**config.mk**
```make
export PLATFORM = sky130hd
export DESIGN_NAME = peak_level_vad_hysteresis_top
export DESIGN_NICKNAME = d
export VERILOG_FILES = /design/src/sv/vadh_pkg.sv /design/src/sv/vadh_core.sv /design/src/sv/vadh_obuf.sv /design/src/sv/peak_level_vad_hysteresis_top.sv
export VERILOG_INCLUDE_DIRS = /design/src /design/src/sv
export SDC_FILE = /design/constraint.sdc
export NUM_CORES = 1
export LEC_CHECK = 0
export BUFFER_PORTS_ARGS = -buffer_cell sky130_fd_sc_hd__buf_2
export CAP_MARGIN = 30
export CELL_PAD_IN_SITES_DETAIL_PLACEMENT = 1
export CELL_PAD_IN_SITES_GLOBAL_PLACEMENT = 2
export CORE_MARGIN = 1.5
export CORE_UTILIZATION = 40
export CTS_CLUSTER_DIAMETER = 40
export DETAILED_ROUTE_END_ITERATION = 6
export GPL_ROUTABILITY_DRIVEN = 0
export PLACE_DENSITY = 0.93
export RECOVER_POWER = 50
export SETUP_SLACK_MARGIN = 0.5
export SYNTH_ARGS = -nofsm -noshare
export SYNTH_HDL_FRONTEND = slang
export SYNTH_SLANG_ARGS = --single-unit
```
**constraint.sdc**
```tcl
create_clock -name clk -period 12.8 [get_ports clk]
set_clock_uncertainty 0.1 [all_clocks]
set_input_delay 1.28 -clock clk [delete_from_list [all_inputs] [get_ports clk]]
set_output_delay 1.28 -clock clk [all_outputs]
set_load 0.05 [all_outputs]
```
**src/sv/peak_level_vad_hysteresis_top_assert.svh**
```systemverilog
// Assertion macros for the peak-level voice activity detector.
// Used by the detector core; no other dependencies.
`ifndef PEAK_LEVEL_VAD_HYSTERESIS_TOP_ASSERT_SVH
`define PEAK_LEVEL_VAD_HYSTERESIS_TOP_ASSERT_SVH

// Same-cycle implication, disabled during reset.
`define VADH_ASSERT_IMP(label, clk, rst, ante, cons, msg) \
  label: assert property (@(posedge clk) disable iff (rst) (ante) |-> (cons)) \
    else $error(msg);

// Next-cycle implication, disabled during reset.
`define VADH_ASSERT_NEXT(label, clk, rst, ante, cons, msg) \
  label: assert property (@(posedge clk) disable iff (rst) (ante) |=> (cons)) \
    else $error(msg);

`endif

```
**src/sv/vadh_pkg.sv**
```systemverilog
// Types and constants for the peak-level voice activity detector.
// No dependencies.
package vadh_pkg;

  localparam int SAMPLE_BITS = 16;
  localparam int THRESH_BITS = 16;
  localparam int NEED_BITS   = 8;
  localparam int CFG_IDX_BITS  = 3;
  localparam int CFG_DATA_BITS = 16;

  typedef enum logic [1:0] {
    OP_SAMPLE = 2'd0,
    OP_START  = 2'd1,
    OP_STOP   = 2'd2,
    OP_UNUSED = 2'd3
  } opcode_t;

  typedef enum logic [1:0] {
    EV_NONE  = 2'd0,
    EV_START = 2'd1,
    EV_END   = 2'd2
  } vad_event_t;

  localparam logic [CFG_IDX_BITS-1:0] CFG_STEREO_MODE    = 3'd0;
  localparam logic [CFG_IDX_BITS-1:0] CFG_VAD_ENABLE     = 3'd1;
  localparam logic [CFG_IDX_BITS-1:0] CFG_SPEECH_THRESH  = 3'd2;
  localparam logic [CFG_IDX_BITS-1:0] CFG_SILENCE_THRESH = 3'd3;
  localparam logic [CFG_IDX_BITS-1:0] CFG_SPEECH_NEEDED  = 3'd4;
  localparam logic [CFG_IDX_BITS-1:0] CFG_SILENCE_NEEDED = 3'd5;

  typedef struct packed {
    logic [1:0]                    opcode;
    logic signed [SAMPLE_BITS-1:0] sample;
    logic                          frame_last;
  } item_t;

  typedef struct packed {
    logic                          sample_valid;
    logic signed [SAMPLE_BITS-1:0] sample_out;
    logic                          frame_end;
    logic [1:0]                    vad_event;
    logic                          speaking;
  } result_t;

  typedef struct packed {
    logic                   stereo_mode;
    logic                   vad_enable;
    logic [THRESH_BITS-1:0] speech_threshold;
    logic [THRESH_BITS-1:0] silence_threshold;
    logic [NEED_BITS-1:0]   speech_frames_needed;
    logic [NEED_BITS-1:0]   silence_frames_needed;
  } cfg_t;

endpackage

```
**src/sv/vadh_core.sv**
```systemverilog
// Detector core: frame peak tracking, hysteresis counters and result forming.
// Depends on vadh_pkg and peak_level_vad_hysteresis_top_assert.svh.
`include "peak_level_vad_hysteresis_top_assert.svh"

module vadh_core import vadh_pkg::*; #(
  parameter int COUNT_BITS = 8
) (
  input  logic    clk,
  input  logic    rst,
  input  logic    accept,
  input  item_t   item,
  input  cfg_t    cfg,
  output logic    push,
  output result_t res
);

  localparam int CMP_BITS = (COUNT_BITS > NEED_BITS) ? COUNT_BITS : NEED_BITS;

  logic                   running, running_next;
  logic [SAMPLE_BITS-1:0] frame_peak, frame_peak_next;
  logic [COUNT_BITS-1:0]  speech_count, speech_count_next;
  logic [COUNT_BITS-1:0]  silence_count, silence_count_next;
  logic                   speaking_flag, speaking_flag_next;
  logic                   channel_phase, channel_phase_next;

  logic                   is_left;
  logic                   pass;
  logic [SAMPLE_BITS-1:0] raw;
  logic [SAMPLE_BITS-1:0] mag;
  logic [SAMPLE_BITS-1:0] peak_upd;
  logic [COUNT_BITS-1:0]  sp_cnt;
  logic [COUNT_BITS-1:0]  si_cnt;
  logic [1:0]             event_code;

  assign raw      = item.sample;
  assign mag      = raw[SAMPLE_BITS-1] ? (~raw + 1'b1) : raw;
  assign is_left  = !cfg.stereo_mode || !channel_phase;
  assign pass     = is_left && !(cfg.stereo_mode && item.frame_last);
  assign peak_upd = (cfg.vad_enable && is_left && (mag > frame_peak)) ? mag : frame_peak;

  always_comb begin
    sp_cnt = speech_count;
    si_cnt = silence_count;
    if (THRESH_BITS'(peak_upd) >= cfg.speech_threshold) begin
      if (speech_count != {COUNT_BITS{1'b1}}) begin
        sp_cnt = speech_count + 1'b1;
      end
      si_cnt = '0;
    end else if (THRESH_BITS'(peak_upd) <= cfg.silence_threshold) begin
      if (silence_count != {COUNT_BITS{1'b1}}) begin
        si_cnt = silence_count + 1'b1;
      end
      sp_cnt = '0;
    end
  end

  always_comb begin
    running_next       = running;
    frame_peak_next    = frame_peak;
    speech_count_next  = speech_count;
    silence_count_next = silence_count;
    speaking_flag_next = speaking_flag;
    channel_phase_next = channel_phase;
    event_code         = EV_NONE;
    push               = 1'b0;
    res                = '0;
    if (accept) begin
      unique case (item.opcode)
        OP_START: begin
          running_next       = 1'b1;
          frame_peak_next    = '0;
          speech_count_next  = '0;
          silence_count_next = '0;
          speaking_flag_next = 1'b0;
          channel_phase_next = 1'b0;
        end
        OP_STOP: begin
          push               = speaking_flag && cfg.vad_enable;
          res.vad_event      = EV_END;
          running_next       = 1'b0;
          frame_peak_next    = '0;
          speech_count_next  = '0;
          silence_count_next = '0;
          speaking_flag_next = 1'b0;
          channel_phase_next = 1'b0;
        end
        OP_SAMPLE: begin
          if (running) begin
            frame_peak_next    = peak_upd;
            channel_phase_next = cfg.stereo_mode ? !channel_phase : channel_phase;
            if (item.frame_last) begin
              if (cfg.vad_enable) begin
                speech_count_next  = sp_cnt;
                silence_count_next = si_cnt;
                if (!speaking_flag && (CMP_BITS'(sp_cnt) >=
                                       CMP_BITS'(cfg.speech_frames_needed))) begin
                  speaking_flag_next = 1'b1;
                  event_code         = EV_START;
                end else if (speaking_flag && (CMP_BITS'(si_cnt) >=
                                               CMP_BITS'(cfg.silence_frames_needed))) begin
                  speaking_flag_next = 1'b0;
                  event_code         = EV_END;
                end
              end
              frame_peak_next    = '0;
              channel_phase_next = 1'b0;
            end
            push             = pass || item.frame_last;
            res.sample_valid = pass;
            res.sample_out   = pass ? item.sample : '0;
            res.frame_end    = item.frame_last;
            res.vad_event    = event_code;
            res.speaking     = speaking_flag_next;
          end
        end
        default: begin
        end
      endcase
    end
  end

  always_ff @(posedge clk) begin
    if (rst) begin
      running       <= 1'b0;
      frame_peak    <= '0;
      speech_count  <= '0;
      silence_count <= '0;
      speaking_flag <= 1'b0;
      channel_phase <= 1'b0;
    end else begin
      running       <= running_next;
      frame_peak    <= frame_peak_next;
      speech_count  <= speech_count_next;
      silence_count <= silence_count_next;
      speaking_flag <= speaking_flag_next;
      channel_phase <= channel_phase_next;
    end
  end

  `VADH_ASSERT_IMP(a_idle_silent, clk, rst, !running, !speaking_flag, "speaking while stopped")
  `VADH_ASSERT_IMP(a_start_speaks, clk, rst, push && (res.vad_event == EV_START),
                   res.speaking, "speech start without speaking flag")
  `VADH_ASSERT_NEXT(a_stop_clears, clk, rst, accept && (item.opcode == OP_STOP),
                    !running && (frame_peak == '0) && !channel_phase, "stop left state behind")

endmodule

```
**src/sv/vadh_obuf.sv**
```systemverilog
// Two-entry result buffer: an output register with a skid register behind it.
// Depends on vadh_pkg.
module vadh_obuf import vadh_pkg::*; (
  input  logic    clk,
  input  logic    rst,
  input  logic    push,
  input  result_t din,
  output logic    full,
  output logic    result_valid,
  input  logic    result_ready,
  output result_t result
);

  logic    head_valid;
  logic    skid_valid;
  result_t skid;
  logic    pop;

  assign pop          = head_valid && result_ready;
  assign full         = skid_valid;
  assign result_valid = head_valid;

  always_ff @(posedge clk) begin
    if (rst) begin
      head_valid <= 1'b0;
      skid_valid <= 1'b0;
    end else begin
      if (pop) begin
        if (skid_valid) begin
          result     <= skid;
          skid_valid <= push;
          skid       <= din;
        end else begin
          head_valid <= push;
          result     <= din;
        end
      end else if (push) begin
        if (!head_valid) begin
          head_valid <= 1'b1;
          result     <= din;
        end else begin
          skid_valid <= 1'b1;
          skid       <= din;
        end
      end
    end
  end

endmodule

```
**src/sv/peak_level_vad_hysteresis_top.sv**
```systemverilog
// Top level of the peak-level voice activity detector with stereo pass-through.
// Depends on vadh_pkg, vadh_core and vadh_obuf.
//
//   Channel   Direction  Handshake                   Payload
//   item      in         item_valid / item_ready     item_t (opcode, sample, frame_last)
//   result    out        result_valid / result_ready result_t
//   config    in         cfg_we (no wait)            cfg_index, cfg_data
//
// One item is accepted per cycle while item_ready is high; its result, if any, is in
// the output register on the next cycle unless an earlier result still waits there,
// in which case it goes to the skid register. Input is taken while one result waits;
// item_ready drops only when both entries are occupied.
// Reset is synchronous; configuration returns to its defaults and detection stops.
module peak_level_vad_hysteresis_top import vadh_pkg::*; #(
  parameter int COUNT_BITS = 8
) (
  input  logic                     clk,
  input  logic                     rst,
  input  logic                     item_valid,
  output logic                     item_ready,
  input  item_t                    item,
  output logic                     result_valid,
  input  logic                     result_ready,
  output result_t                  result,
  input  logic                     cfg_we,
  input  logic [CFG_IDX_BITS-1:0]  cfg_index,
  input  logic [CFG_DATA_BITS-1:0] cfg_data
);

  cfg_t    cfg;
  logic    accept;
  logic    push;
  logic    full;
  result_t res;

  assign item_ready = !full;
  assign accept     = item_valid && item_ready;

  always_ff @(posedge clk) begin
    if (rst) begin
      cfg.stereo_mode           <= 1'b0;
      cfg.vad_enable            <= 1'b1;
      cfg.speech_threshold      <= THRESH_BITS'(1200);
      cfg.silence_threshold     <= THRESH_BITS'(700);
      cfg.speech_frames_needed  <= NEED_BITS'(2);
      cfg.silence_frames_needed <= NEED_BITS'(12);
    end else if (cfg_we) begin
      unique case (cfg_index)
        CFG_STEREO_MODE:    cfg.stereo_mode           <= cfg_data[0];
        CFG_VAD_ENABLE:     cfg.vad_enable            <= cfg_data[0];
        CFG_SPEECH_THRESH:  cfg.speech_threshold      <= cfg_data[THRESH_BITS-1:0];
        CFG_SILENCE_THRESH: cfg.silence_threshold     <= cfg_data[THRESH_BITS-1:0];
        CFG_SPEECH_NEEDED:  cfg.speech_frames_needed  <= cfg_data[NEED_BITS-1:0];
        CFG_SILENCE_NEEDED: cfg.silence_frames_needed <= cfg_data[NEED_BITS-1:0];
        default: begin
        end
      endcase
    end
  end

  vadh_core #(
    .COUNT_BITS(COUNT_BITS)
  ) u_core (
    .clk    (clk),
    .rst    (rst),
    .accept (accept),
    .item   (item),
    .cfg    (cfg),
    .push   (push),
    .res    (res)
  );

  vadh_obuf u_obuf (
    .clk          (clk),
    .rst          (rst),
    .push         (push),
    .din          (res),
    .full         (full),
    .result_valid (result_valid),
    .result_ready (result_ready),
    .result       (result)
  );

endmodule

```
==> results.cfg, run 1 <==
[die]
io_pins = 66
initial_utilization_pct = 40.90
row_count = 49
die_w_um = 138.5
die_y_um = 138.5
dieArea_sq_um = 19190
coreArea_sq_um = 17960

[run_status]
status = finished, violations left
violations = capacitance limit, slew limit

[synthesis]
yosysWarnings = 0
synth_top_flop_cell = dfxtp_1
syn-num-nets = 955
ys_ff_latch = 129
syn_area_sq_um = 7347
synth_cells = 842
yosysUniqueCellTypes = 53
seq_area_frac_synth_pct = 40.87
synth.avg_cell_area_sq_um = 8.726
ys_async_sr_fraction_pct = 0
synth_edf_count = 42

[clocking]
cts_tree = done
cts_buffers = 17
cts-root-buf = clkbuf_16
clk_latency_ns = 0.43
clockBufferDepth = 2
ctsResizeCount = 0
clk_pin_slew_worst_paths_ns = 0.06
holdBufCountCts = 0
postCtsSetupRepairBufs = 0
clock-sinks = 129
htreeDepth = 4

[sta]
finalSetupTns_ns = 0
tightest_slew_ns = 2.593
setup_viol = 0
max_freq_mhz = 110.3
post-route-period-util_pct = 70.82
rsz0062_at_grt = false
worst_slack_ns = 3.735
slew_headroom_pct = -72.89
final_hold_viol_count = 0
finalCriticalPeriod_ns = 9.065
final_max_slew_viol_count = 53

[global_route]
grt_max_degree = 53
grt_pass1_wl_um = 33020
grt_antenna_before_repair = 0
groute.usage.overall_pct = 21.40
overflow = 0
grt_pass1_vias = 6348

[power]
p_per_area_nw_per_um2 = 128.3
vdd_drop_max_uv = 92.49
p_leak_nw = 3.428
finalPower_mw = 1.091

[cells_and_area]
n_antenna_cell = 0
final_area_sq_um = 8501
layout-drive-gt1-share_pct = 9.508
area_growth_pct = 15.70
utilization_pct = 47.32
nets = 1015

[setup_path]
critPathMaxStageDelay_ns = 0.66
crit_fanout = 28
cp_slowest_cell = o31ai_1
required_ns = 12.88
critPathKind = primary input to flip-flop
end_kind = flip-flop
crit_path_frequent_cell = ha_1
cp-start-kind = primary input
crit_arrival_ns = 9.14

[placement]
place_worst_setup_slack_ns = 3.431
dp.final_hpwl_um = 14620
numPortBuffers = 65
place_area_sq_um = 7898

[hold_path]
holdCritPathClass = flip-flop to flip-flop

[routing]
viasPerCell = 5.455
wire_per_inst_um = 17.52
dr.pass1.iters = 5
initialDrtViolationCount = 329
wl_um = 20040
vias = 6240
ant_nets = 0
route.detailed.drc = 0

[run]
max_cap_viol_count = 1
-- cells in the mapped netlist, drive strengths merged (2+ instances only) --
master / number / area share, %
a2111oi: 2 / 0.24
a211oi: 5 / 0.51
a21o: 27 / 2.8
a21oi: 62 / 4.2
a22o: 18 / 2.1
a311oi: 3 / 0.36
a31oi: 5 / 0.43
a32o: 2 / 0.27
a41o: 2 / 0.27
and2: 20 / 1.7
and3: 11 / 0.94
buf: 2 / 0.10
clkbuf: 31 / 1.6
dfxtp: 87 / 24
edfxtp: 42 / 17
ha: 70 / 12
inv: 73 / 3.7
mux2: 3 / 0.46
mux2i: 12 / 1.6
nand2: 133 / 6.8
nand2b: 10 / 0.85
nand3: 24 / 1.6
nand3b: 4 / 0.41
nand4: 11 / 0.94
nor2: 44 / 2.2
nor2b: 10 / 0.85
nor3: 8 / 0.54
nor3b: 2 / 0.20
nor4: 2 / 0.17
o211ai: 19 / 1.9
o21ai: 44 / 3.0
o31ai: 9 / 0.92
o41ai: 4 / 0.48
or2: 6 / 0.58
or3: 2 / 0.17
or4: 2 / 0.26
xnor2: 19 / 2.3
-- sequential cells by signal (all words and copies together) (netlist names) --
name / count
cfg: 50
u_core.channel_phase: 1
u_core.frame_peak: 16
u_core.running: 1
u_core.silence_count: 8
u_core.speaking_flag: 1
u_core.speech_count: 8
u_obuf.full: 1
u_obuf.result: 21
u_obuf.result_valid: 1
u_obuf.skid: 21
-- layer usage --
layer / vias to the layer above / wire, um / track usage [%]
met1: 3016 / 10060 / 29.63
li1: 3096 / - / -
met2: 105 / 9023 / 34.01
met5: - / 0 / 0
met4: 0 / 375 / 7.590
met3: 23 / 584 / 3.256
-- per-stage QoR --
| stage | hold slack [ns] | std cells |
|---|---|---|
| global route | 0.3827 | 1144 |
| CTS | 0.3571 | 1142 |
| floorplan | 0.3363 | 842 |
| global placement | 0.3431 | 1109 |
| finish | 0.3541 | 1144 |
| detailed placement | 0.3482 | 1110 |
-- kinds of logic (layout without fill, tap and decap cells) --
family                     count (synthesis)  count (layout)  share of synthesized area [%]
adders and majority gates                 70              70                          11.92
muxes                                     15              15                          2.095
buffers and inverters                    106             179                          5.416
and+or+nand+nor                          290             290                          18.63
DFF                                      129             129                          40.87
AOI/OAI and AO/OA                        213             213                          18.80
xor gates and xnor gates                  19              19                          2.265
-- report_power, final --
group / total [mW] / switching (mW) / internal (mW)
registers: 0.428 / 0.00268 / 0.425
logic: 0.155 / 0.102 / 0.0537
clock network: 0.508 / 0.199 / 0.309
-- layout by cell type (no fill, tap or decap), types with 16 or more instances in the layout --
cell type  synthesis  layout
nand2_1          133     133
dfxtp_1           87      87
inv_1             73      73
ha_1              70      70
a21oi_1           62      62
o21ai_0           43      43
nor2_1            44      43
edfxtp_1          42      42
buf_2              0      37
clkbuf_1          31      31
a21o_1            27      27
nand3_1           24      24
o211ai_1          19      19
xnor2_1           19      19
a22o_1            18      18
clkbuf_16          0      17
and2_0             0      16
-- final timing paths --
path                            cells past startpoint             startpoint                to  slack, ns
worst min-delay path                                2                cfg[35]           cfg[35]       0.35
worst max register to register                     23  u_core.frame_peak[15]  u_obuf.result[0]       5.98
worst max-delay path                               29                item[9]  u_obuf.result[0]       3.74
worst min register to register                      2                cfg[35]           cfg[35]       0.35
-- worst max-delay path, delay by kind of cell --
kind	cells	cell delay (ns)
AO/OA/AOI/OAI	11	3.29
buffers and inverters	2	0.45
AND/OR/NAND/NOR	11	2.69
multiplexers	1	0.39
XOR/XNOR	1	0.11
adder cells (fa/ha/maj)	3	0.94
-- area by class of cell --
cell class	count	area (sq um)
Clock buffer	18	429.2
Clock inverter	14	177.7
Fill cell	2113	9463
Inverter	73	274.0
Multi-Input combinational cell	607	3956
Sequential cell	129	3003
Tap cell	229	286.5
Timing Repair Buffer	74	374.1
Note: power is estimated with default switching activity, not from simulation.
==> run 2: changes to the inputs <==
Settings changed: ABC_AREA from default to 1, CORE_UTILIZATION 40 to 35, PLACE_DENSITY 0.93 to 0.87.
Clock period 12.8 ns to 9.1 ns, I/O delays scaled along.
==> results.cfg, run 2 <==
[run_status]
status = finished, violations left
violations = capacitance limit, slew limit

[routing]
route.detailed.drc = 0
wl_um = 21590
wire_per_inst_um = 15.20
ant_nets = 0
dr.pass1.iters = 4
initialDrtViolationCount = 279
vias = 7012
viasPerCell = 4.938

[synthesis]
ys_ff_latch = 129
synth.avg_cell_area_sq_um = 7.463
synth_top_cell_area_share_pct = 21.87
syn_area_sq_um = 7963
syn-num-nets = 1180
yosysTopAreaCell = dfxtp_1
synth_top_flop_cell = dfxtp_1
synth.most_common_cell = nand2_1
seq_area_frac_synth_pct = 37.71
yosysUniqueCellTypes = 44
synth_edf_count = 42
synth.area.top_cells = dfxtp_1, edfxtp_1, ha_1
synth_cells = 1067
yosysWarnings = 0
synthTopCellsByCount = nand2_1, inv_1, a21oi_1, dfxtp_1, nand3_1
ys_async_sr_fraction_pct = 0

[setup_path]
required_ns = 9.16
worst_r2r_endpoint = u_obuf.result[0]
cp-start-kind = primary input
endpoint = u_obuf.result[0]
r2r-start = u_core.frame_peak[11]
crit_arrival_ns = 6.23
end_kind = flip-flop
critPathKind = primary input to flip-flop
crit_fanout = 17
r2r_cells = 26
critPathMaxStageDelay_ns = 0.56
reg2reg_slack_ns = 4.02
crit_path_start = item[1]
crit_path_frequent_cell = nand2_1
cp_slowest_cell = o21ai_2

[power]
power.net_switching_uw = 552.8
p_clk_share_pct = 39.7
p_leak_nw = 3.923
p_int_mw = 1.120
p_per_area_nw_per_um2 = 184.5
p_comb_share_pct = 23.7
seqPwrFrac_pct = 36.6
swShare_pct = 33.05
vdd_drop_max_uv = 108.9

[hold_path]
holdCritPathClass = flip-flop to flip-flop

[sta]
rsz0062_at_grt = false
final_hold_viol_count = 0
setup_viol = 0
max_freq_mhz = 162.1
finalCriticalPeriod_ns = 6.170
post-route-period-util_pct = 67.80
slew_headroom_pct = -51.12
final_max_slew_viol_count = 91
tightest_slew_ns = 2.267
finalSetupTns_ns = 0

[clocking]
cts_buffers = 17
htreeDepth = 4
clockBufferDepth = 2
cts_tree = done
holdBufCountCts = 0
clk_latency_ns = 0.43
clk_pin_slew_worst_paths_ns = 0.06
ctsResizeCount = 0
postCtsSetupRepairBufs = 0
cts-root-buf = clkbuf_16
clock-sinks = 129

[global_route]
grt_pass1_wl_um = 36170
overflow = 0
grt_pass1_vias = 7277
grt_antenna_before_repair = 0
grt_max_degree = 48
groute.usage.overall_pct = 19.25

[cells_and_area]
final_cell_mix = nand2_1, inv_1, a21oi_1, dfxtp_1, nand3_1
instances_no_fill = 1420
utilization_pct = 40.28
nets = 1235
n_antenna_cell = 0
layout-drive-gt1-share_pct = 9.427
area_growth_pct = 13.84
reg_top3 = cfg (50), u_obuf.result (21), u_obuf.skid (21)
final_area_sq_um = 9065
layout_commonest_cell = nand2_1
regMostFlops = cfg
largest_register_ffs = 50

[placement]
place_area_sq_um = 8541
dp.cells = 1388
numPortBuffers = 65
dp.final_hpwl_um = 16510

[die]
initial_utilization_pct = 35.39
coreArea_sq_um = 22500
dieArea_sq_um = 23660
io_pins = 66
die_w_um = 153.8
row_count = 55
die_y_um = 153.8

[run]
max_cap_viol_count = 2
[run 2: cell types whose count changed in the layout (fill, tap and decap cells not counted), sizes merged, moves of 18 or more]
cell	change
a21o	-26
a21oi	+46
a22o	-18
inv	+73
nand2	+100
nand3	+61
nor2	+42
o21ai	+40
xnor2	-18
[run 2: critical path, delay by kind of cell]
kind / cells / cell delay (ns)
buf+inv: 5 / 0.41
fa+ha+maj: 4 / 1.10
simple gates: 19 / 2.58
compound gates: 4 / 1.23
[run 2: layout make-up]
class,instances,area (sq um)
Inverter,148,558.0
Clock inverter,14,132.6
Clock buffer,18,429.2
Sequential cell,129,3003
Multi-Input combinational cell,756,4240
Fill cell,2817,13440
Tap cell,285,356.6
Timing Repair Buffer,70,345.3
[run 2: cells by family (layout without fill, tap and decap cells)]
kind of cell	count (synthesis)	after routing	share of synthesized area (%)
AOI/OAI and AO/OA	208	208	13.98
buffers and inverters	182	250	9.082
and+or+nand+nor	465	465	26.79
xor gates and xnor gates	13	13	1.430
DFF	129	129	37.71
adders and majority gates	70	70	11.00
[run 2: metrics by stage]
stage / hold WS, ns / power [mW] / setup WS, ns
final: 0.3633 / 1.673 / 2.930
after global placement: 0.3502 / 1.008 / 2.616
after detailed placement: 0.3538 / 1.025 / 2.430
after floorplan: 0.3353 / 0.9199 / 3.617
after CTS: 0.3650 / 1.698 / 2.922
after global routing: 0.3800 / 1.775 / 2.287
[run 2: worst min path at each step]
stage                     startpoint  endpoint  depth (start not counted)
after floorplan              cfg[10]   cfg[10]                          2
after global placement       cfg[31]   cfg[31]                          2
after detailed placement     cfg[41]   cfg[41]                          2
after CTS                    cfg[17]   cfg[17]                          2
after global routing         cfg[17]   cfg[17]                          2
final                        cfg[41]   cfg[41]                          2
[run 2: routing by layer]
metal | routed length, um | GRT usage, % | vias to the layer above
met4 | 282 | 5.178 | 0
met2 | 10640 | 33.68 | 50
met3 | 365 | 3.326 | 22
li1 | - | - | 3628
met5 | 0 | 0 | -
met1 | 10290 | 24.41 | 3312
[run 2: power groups by stage]
stage | sequential, mW | clock (mW) | combinational, mW
after floorplan | 0.631 | 0 | 0.289
after global placement | 0.624 | 0 | 0.384
after detailed placement | 0.625 | 0 | 0.400
after CTS | 0.612 | 0.682 | 0.404
after global routing | 0.613 | 0.700 | 0.462
final | 0.612 | 0.664 | 0.397
